**config.mk**
```make
export PLATFORM = sky130hd
export DESIGN_NAME = substring_occurrence_counter
export DESIGN_NICKNAME = d
export VERILOG_FILES = /design/src/sv/ssoc_pkg.sv /design/src/sv/ssoc_cell.sv /design/src/sv/substring_occurrence_counter.sv
export SDC_FILE = /design/constraint.sdc
export NUM_CORES = 1
export LEC_CHECK = 0
export BUFFER_PORTS_ARGS = -buffer_cell sky130_fd_sc_hd__buf_2
export CAP_MARGIN = 25
export CORE_MARGIN = 3
export CORE_UTILIZATION = 67
export DETAILED_ROUTE_END_ITERATION = 10
export PLACE_DENSITY_LB_ADDON = 0.25
export REMOVE_ABC_BUFFERS = 1
export SETUP_SLACK_MARGIN = 0.02
export SYNTH_ARGS = -nofsm -noshare
export SYNTH_HDL_FRONTEND = slang
export SYNTH_SLANG_ARGS = --single-unit
export TNS_END_PERCENT = 30
```
**constraint.sdc**
```tcl
create_clock -name clock -period 42.7 [get_ports clock]
set_clock_uncertainty 0.05 [all_clocks]
set_input_delay 4.27 -clock clock [delete_from_list [all_inputs] [get_ports clock]]
set_output_delay 4.27 -clock clock [all_outputs]
set_load 0.05 [all_outputs]
```
**src/sv/ssoc_pkg.sv**
```systemverilog
// ssoc_pkg: shared constants and types for the substring occurrence counter
// used by ssoc_cell and substring_occurrence_counter, no dependencies

package ssoc_pkg;

   localparam int PATTERN_MAX = 64;
   localparam int BYTE_W      = 8;
   localparam int COUNT_W     = 16;

   typedef enum logic [1:0] {
      CMD_CLEAR  = 2'd0,
      CMD_APPEND = 2'd1,
      CMD_TEXT   = 2'd2
   } cmd_type;

   // per-cycle control broadcast to every cell
   typedef struct packed {
      logic shift_text;
      logic clear_text;
      logic shift_pat;
      logic clear_pat;
   } cell_ctrl_type;

endpackage

```
**src/sv/ssoc_cell.sv**
```systemverilog
// ssoc_cell: one position of the pattern/window chain
// holds one text byte and one pattern byte, compares the pattern byte with the incoming text byte; uses ssoc_pkg

module ssoc_cell (
   input  logic                    clock,
   input  logic                    reset,
   input  ssoc_pkg::cell_ctrl_type ctrl,
   input  logic [7:0]              text_byte_in,
   input  logic                    text_valid_in,
   input  logic [7:0]              pat_byte_in,
   input  logic                    pat_active_in,
   output logic [7:0]              text_byte_out,
   output logic                    text_valid_out,
   output logic [7:0]              pat_byte_out,
   output logic                    pat_active_out,
   output logic                    cell_ok,
   output logic                    cell_short
);

   logic [7:0] text_byte_ff;
   logic [7:0] text_byte_in_w;
   logic       text_valid_ff;
   logic       text_valid_in_w;
   logic [7:0] pat_byte_ff;
   logic [7:0] pat_byte_in_w;
   logic       pat_active_ff;
   logic       pat_active_in_w;

   always_comb begin
      text_byte_in_w  = ctrl.shift_text ? text_byte_in : text_byte_ff;
      priority if (ctrl.clear_text) begin
         text_valid_in_w = 1'b0;
      end else if (ctrl.shift_text) begin
         text_valid_in_w = text_valid_in;
      end else begin
         text_valid_in_w = text_valid_ff;
      end
      pat_byte_in_w   = ctrl.shift_pat ? pat_byte_in : pat_byte_ff;
      priority if (ctrl.clear_pat) begin
         pat_active_in_w = 1'b0;
      end else if (ctrl.shift_pat) begin
         pat_active_in_w = pat_active_in;
      end else begin
         pat_active_in_w = pat_active_ff;
      end
   end

   always_ff @(posedge clock) begin
      text_byte_ff <= text_byte_in_w;
      pat_byte_ff  <= pat_byte_in_w;
      if (reset) begin
         text_valid_ff <= 1'b0;
         pat_active_ff <= 1'b0;
      end else begin
         text_valid_ff <= text_valid_in_w;
         pat_active_ff <= pat_active_in_w;
      end
   end

   // compare against the byte this cell receives on the current text shift
   assign cell_ok    = !pat_active_ff || (text_valid_in && (pat_byte_ff == text_byte_in));
   assign cell_short = pat_active_ff && !text_valid_in;

   assign text_byte_out  = text_byte_ff;
   assign text_valid_out = text_valid_ff;
   assign pat_byte_out   = pat_byte_ff;
   assign pat_active_out = pat_active_ff;

endmodule

```
**src/sv/substring_occurrence_counter.sv**
```systemverilog
// substring_occurrence_counter: top level, a chain of ssoc_cell plus count and result register
// uses ssoc_pkg and ssoc_cell

// Takes one item per clock cycle, back to back, while the result register is
// free or being taken, and presents a result in the cycle after the text byte
// marked last. The pattern is held reversed in a chain of 64 cells beside the
// text window, so appending a byte and streaming a text byte are both one shift
// of the chain; every cell compares its pair in the same cycle and the 64
// results are AND-ed with the saturating count update, which sets the cycle's
// longest path. A registered output stage holds each result until it is taken, and no new item enters while it waits.

module substring_occurrence_counter (
   input  logic        clock,
   input  logic        reset,
   input  logic        req_valid,
   output logic        req_ready,
   input  logic [1:0]  req_cmd,
   input  logic [7:0]  req_data_byte,
   input  logic        req_last,
   output logic        rsp_valid,
   input  logic        rsp_ready,
   output logic [15:0] rsp_match_count,
   output logic        rsp_text_shorter,
   output logic        rsp_pattern_truncated
);

   localparam int N = ssoc_pkg::PATTERN_MAX;

   ssoc_pkg::cell_ctrl_type ctrl;
   ssoc_pkg::cmd_type       cmd;

   logic [N-1:0][7:0] text_byte;
   logic [N-1:0]      text_valid;
   logic [N-1:0][7:0] pat_byte;
   logic [N-1:0]      pat_active;
   logic [N-1:0]      cell_ok;
   logic [N-1:0]      cell_short;

   logic        accept;
   logic        is_text;
   logic        is_append;
   logic        is_clear;
   logic        emit;
   logic        match;
   logic        shorter;

   logic [15:0] count_ff;
   logic [15:0] count_in;
   logic [15:0] count_next;
   logic        trunc_ff;
   logic        trunc_in;
   logic        rsp_valid_ff;
   logic        rsp_valid_in;
   logic [15:0] rsp_count_ff;
   logic        rsp_short_ff;
   logic        rsp_trunc_ff;

   assign req_ready = !rsp_valid_ff || rsp_ready;
   assign accept    = req_valid && req_ready;
   assign cmd       = ssoc_pkg::cmd_type'(req_cmd);

   always_comb begin
      is_text   = 1'b0;
      is_append = 1'b0;
      is_clear  = 1'b0;
      unique case (cmd)
         ssoc_pkg::CMD_CLEAR:  is_clear  = 1'b1;
         ssoc_pkg::CMD_APPEND: is_append = 1'b1;
         ssoc_pkg::CMD_TEXT:   is_text   = 1'b1;
         default: ;
      endcase
   end

   assign emit = accept && is_text && req_last;

   always_comb begin
      ctrl.shift_text = accept && is_text;
      ctrl.clear_text = accept && (is_clear || is_append || (is_text && req_last));
      // a full chain drops the byte
      ctrl.shift_pat  = accept && is_append && !pat_active[N-1];
      ctrl.clear_pat  = accept && is_clear;
   end

   genvar k;
   generate
      for (k = 0; k < N; k++) begin : g_cell
         logic [7:0] t_in;
         logic       v_in;
         logic [7:0] p_in;
         logic       a_in;
         if (k == 0) begin : g_head
            assign t_in = req_data_byte;
            assign v_in = 1'b1;
            assign p_in = req_data_byte;
            assign a_in = 1'b1;
         end else begin : g_body
            assign t_in = text_byte[k-1];
            assign v_in = text_valid[k-1];
            assign p_in = pat_byte[k-1];
            assign a_in = pat_active[k-1];
         end
         ssoc_cell u_cell (
            .clock          (clock),
            .reset          (reset),
            .ctrl           (ctrl),
            .text_byte_in   (t_in),
            .text_valid_in  (v_in),
            .pat_byte_in    (p_in),
            .pat_active_in  (a_in),
            .text_byte_out  (text_byte[k]),
            .text_valid_out (text_valid[k]),
            .pat_byte_out   (pat_byte[k]),
            .pat_active_out (pat_active[k]),
            .cell_ok        (cell_ok[k]),
            .cell_short     (cell_short[k])
         );
      end
   endgenerate

   // empty pattern never matches
   assign match   = pat_active[0] && (&cell_ok);
   assign shorter = |cell_short;

   assign count_next = (match && (count_ff != 16'hFFFF)) ? count_ff + 16'd1 : count_ff;

   always_comb begin
      count_in = count_ff;
      if (ctrl.clear_text) begin
         count_in = 16'd0;
      end else if (ctrl.shift_text) begin
         count_in = count_next;
      end
      priority if (ctrl.clear_pat) begin
         trunc_in = 1'b0;
      end else if (accept && is_append && pat_active[N-1]) begin
         trunc_in = 1'b1;
      end else begin
         trunc_in = trunc_ff;
      end
   end

   always_comb begin
      priority if (emit) begin
         rsp_valid_in = 1'b1;
      end else if (rsp_ready) begin
         rsp_valid_in = 1'b0;
      end else begin
         rsp_valid_in = rsp_valid_ff;
      end
   end

   always_ff @(posedge clock) begin
      if (reset) begin
         count_ff     <= 16'd0;
         trunc_ff     <= 1'b0;
         rsp_valid_ff <= 1'b0;
      end else begin
         count_ff     <= count_in;
         trunc_ff     <= trunc_in;
         rsp_valid_ff <= rsp_valid_in;
      end
   end

   always_ff @(posedge clock) begin
      if (emit) begin
         rsp_count_ff <= count_next;
         rsp_short_ff <= shorter;
         rsp_trunc_ff <= trunc_ff;
      end
   end

   assign rsp_valid             = rsp_valid_ff;
   assign rsp_match_count       = rsp_count_ff;
   assign rsp_text_shorter      = rsp_short_ff;
   assign rsp_pattern_truncated = rsp_trunc_ff;

endmodule

```
Word level (Yosys, flattened, before mapping)
Index checks and enable logic that the tools add are counted.
W data, S select, Z words.

storage, ports and cells
  flip-flop bits (word level) = 1179
  output and inout port bits = 20

operators by class
  add/subtract/negate cells = 1
  equal/unequal tests = 67
  mux-type cells = 6
  reduce and logical (&&, ||, !) cells = 338

operators with widths
  operator                 count
  $eq A8 B8 Y1             64
  $logic_and A1 B1 Y1      137
  $logic_not A1 Y1         128
  $logic_or A1 B1 Y1       67
  $reduce_and A64 Y1       1
  $reduce_or A63 Y1        1
  $add A16 B1 Y16 const B  1
  $mux W16                 1
  $ne A16 B16 Y1 const B   1
  $mux W1                  5
  $reduce_or A2 Y1         2
  $eq A2 B1 Y1 const B     1
  $eq A2 B2 Y1 const B     1
  $logic_not A2 Y1         1
  $reduce_bool A2 Y1       1

Depth between registers and ports, before layout
  depth after elaboration = 7
  mapped depth = 10
  gate-level depth less buffers = 9

Cells and area by module
From an unflattened synthesis, not the netlist that was laid out.

second synthesis, totals
  cell total of the unflattened synthesis = 2463
  area total of the unflattened synthesis = 43903.4 um^2

modules (own cells, without submodules)
  module                        times used  cells each  area each (um^2)
  ssoc_cell                     64          35          654.4
  substring_occurrence_counter  1           223         2023.2

Least setup slack after synthesis
No wires, ideal clock.

  kind = in2reg
  from = in rsp_ready
  to = reg g_cell[0].u_cell.pat_byte_ff[0] (enable)
  library setup time = 1.075 ns
  data arrival time = 19.438 ns
  data required time = 41.575 ns
  setup slack = 22.137 ns
  stages = 6
  buffers on the path = 1
  path through = nand2b_1 > nand2_1 > nor2_1 > nand3_1 > inv_2 > buf_1

RTL lines
  element               RTL line                            source
  from (decl)           substring_occurrence_counter.sv:21  input logic rsp_ready,
  to (signal assigned)  ssoc_cell.sv:50                     pat_byte_ff <= pat_byte_in_w;
  to (decl)             ssoc_cell.sv:24                     logic [7:0] pat_byte_ff;

Final worst setup path
  from = in rsp_ready
  to = out req_ready

between the ends
  word-level cells in the longest chain between the ends = 1

ends and longest elaborated chain
  element             RTL line                            source
  $logic_or A1 B1 Y1  substring_occurrence_counter.sv:58  assign req_ready = !rsp_valid_ff || rsp_ready;
  to (decl)           substring_occurrence_counter.sv:16  output logic req_ready,

Every way passes these cells.

==> reports/results.txt <==
Final instance area = 48080 um^2
First-pass GRT wire length = 129.6 mm
Most frequent cells after synthesis = 1034 x edfxtp_1, 333 x xor2_1, 269 x nand2_1
Top cells by area, synth = edfxtp_1 72%, xor2_1 6.8%, dfxtp_1 6.7%, xnor2_1 3.9%, nand2_1 2.3%
Syn Area/Cell = 16.62 um^2
Switching power = 0.4607 mW
Yosys top cell by area = edfxtp_1
Critical Path End Type = output pin
Setup CP Type = in2out
Port bufs = 34
Post-synth EDFFs = 1034
Overall die area = 67510 um^2
CTS resizes = 0
GPL Wtd Cong = 0.8979
WL met1 = 33.37 mm
Final HPWL DP = 53.35 mm
Vias = 22240
Top cell family by delay on the critical path = buffers and inverters
Share of async-settable or async-resettable flops after synthesis = 0
Min-Delay Path Class = reg2reg
Top-Level Pins = 35
CTS Buf Count = 111
Largest net degree at the start of global routing = 200
Peak VDD IR = 0.03544 mV
DRC viols = 0
Clk pwr share = 0.419
GR Overflow Total = 0
CP Max Fanout = 4
Cts hold-fix bufs = 0
Diode count = 0
Post-CTS Setup Bufs = 0
Initial Util = 0.6806
Final hold vios = 0
Clk sinks = 1179
Chip height = 259.8 um
Maximum clock path buffer count = 3
Switching share of power = 0.2003
Die X = 259.8 um
Crit path cell chain = buf_2 > nand2b_1 > buf_2
GRT Total Usage = 0.2545
DRT iter0 DRCs = 2766
Routed len/inst = 23.18 um
Cell Rows = 92
CP most frequent cell = buf_2
Post-synthesis cell count = 2598
DP Cell Count = 3443
Status = finished clean
Logic gate share of total power = 0.021
DR top layer = met5
Headroom to the max-slew limit = 0.1274
Initial antenna violation count = 1
Library cells used by synthesis = 44
CP Buf/Inv Count = 2
Total Nets Final = 2730
Area grow syn2layout = 11.37%
Highest-delay cell along the critical path = buf_2
Reg2reg setup slack = 38.05 ns
Routed length on met2 = 41.57 mm
Yosys top cell area share = 0.7192
Sequential fraction of the synthesis area = 0.7865
Power, Total = 2.300 mW
Top-count cell post-synth = edfxtp_1
Post-route ant nets = 0
Fin cells = 3657
Core Box Area = 63430 um^2
Avg Vias per Cell = 6.081
Pwr Density = 47.84 nW/um^2
Placed Area = 44370 um^2
Clock Latency Late Sink = 0.67 ns
Clock transition at path regs = 0.06 ns
Actual slew at the worst max-slew pin = 1.309 ns
DRT Pass-1 Iters = 7
Post-Syn Area = 43170 um^2
RSZ-0062 raised after global routing = no
Power share of the sequential group = 0.560
Met3 wire length = 7.276 mm
Minimum clock period = 9.129 ns
Worst path required time = 38.38 ns
FF+latch count, synth = 1179
Root buf cell = clkbuf_16
Critical Path Source Type = input port
Final Slew Violations = 0
Final core utilization = 0.7580
Htree depth = 3
MaxCap Viol Count = 0
Crit path DAT = 4.81 ns
Internal = 1.839 mW
Setup TNS = 0 ns
Largest stage delay, worst path = 0.29 ns
Period utilization = 0.2138
CTS tree = built
Vias in the first global route = 22510
Lkg Pwr = 15.00 nW
Final wirelength = 84.78 mm
Most used DFF post-synth = edfxtp_1
Yosys synthesis warning count = 0
Layout cells sized above 1 = 0.08502
Setup violators final = 0
Fmax = 109.5 MHz
==> worst reg2reg max path, cell delays in order, from the launching register on <==
cell and delay, ns:
dfxtp_1 0.32, nand2b_1 0.15, nand2_1 0.15, nor2_1 0.31, nand3_2 0.11, buf_4 0.33, inv_8 0.83, buf_4 0.92
buf_12 0.65
==> cells in the final DEF, fill, tap and decap left out, types with 3 or more instances in the layout <==
cell / count
a41o_1: 29
o41ai_1: 13
mux2i_1: 3
a221oi_1: 9
nor4_1: 57
clkinv_1: 20
o41ai_2: 5
a21o_1: 5
nand2b_1: 4
inv_6: 5
xnor2_1: 194
a22oi_1: 8
nor2_1: 15
clkinv_2: 26
nand3_1: 43
xor2_1: 333
nand4_1: 68
buf_2: 34
o22ai_1: 21
and3_1: 4
clkbuf_8: 17
buf_4: 11
a21oi_1: 136
and4_1: 3
edfxtp_1: 1034
nor3_1: 51
clkinvlp_4: 3
bufinv_16: 6
dfxtp_1: 145
clkbuf_16: 114
or4_1: 4
clkbuf_1: 17
nand2_1: 269
inv_1: 70
==> through the flow <==
step	worst slack (ns)	hold WS, ns
CTS	33.57	0.3972
floorplan	21.06	0.3588
detailed placement	33.60	0.3889
global route	33.55	0.4114
global placement	33.60	0.3687
finish	33.57	0.4114
==> power by group through the flow <==
stage,combinational (mW),sequential [mW],clock (mW)
after detailed placement,0.0465,1.31,0
after CTS,0.0472,1.29,0.977
final,0.0474,1.29,0.964
after global placement,0.0457,1.31,0
after floorplan,0.0296,1.32,0
after global routing,0.0513,1.29,1.02
==> final cells by class <==
type	count	area, um^2
flip-flops and latches	1179	33950
clock buffers	147	3137
inverters	72	285.3
fillers	3503	15350
repair buffers	51	369.1
multi-input cells	1299	8780
clock inverters	63	498.0
well taps	846	1059
==> cells by family (layout without fill, tap and decap cells) <==
group	Yosys count	in the layout	share of synthesized area
adder cells (fa/ha/maj)	1	1	0.0002898
buffers and inverters	120	333	0.01061
AND/OR/NAND/NOR	529	529	0.05802
flip-flops	1179	1179	0.7865
XOR/XNOR	527	527	0.1069
AO/OA/AOI/OAI	238	238	0.03672
multiplexers	4	4	0.0009564
==> final timing paths <==
path,from,end,depth (start not counted)
worst max-delay path,rsp_ready,req_ready,3
worst min-delay path,trunc_ff,rsp_pattern_truncated,0
worst max register to register,rsp_valid,g_cell[21].u_cell.pat_byte_out[0],8
worst min register to register,trunc_ff,rsp_pattern_truncated,0
==> per-layer routing <==
| layer | vias to the layer above | track usage |
|---|---|---|
| met5 | - | 0 |
| met4 | 2 | 0.07817 |
| met1 | 11120 | 0.3524 |
| met2 | 1030 | 0.4145 |
| li1 | 9892 | - |
| met3 | 198 | 0.05249 |
==> sequential cells by signal (all words and copies together) (netlist names) <==
register / cells
trunc_ff: 1
count_ff: 16
rsp_pattern_truncated: 1
g_cell.u_cell.text_byte_out: 504
rsp_valid: 1
rsp_text_shorter: 1
g_cell.u_cell.pat_byte_out: 512
rsp_match_count: 16
g_cell.u_cell.text_valid_out: 63
g_cell.u_cell.pat_active_out: 64
No activity file was read; power rests on OpenSTA's default activity.
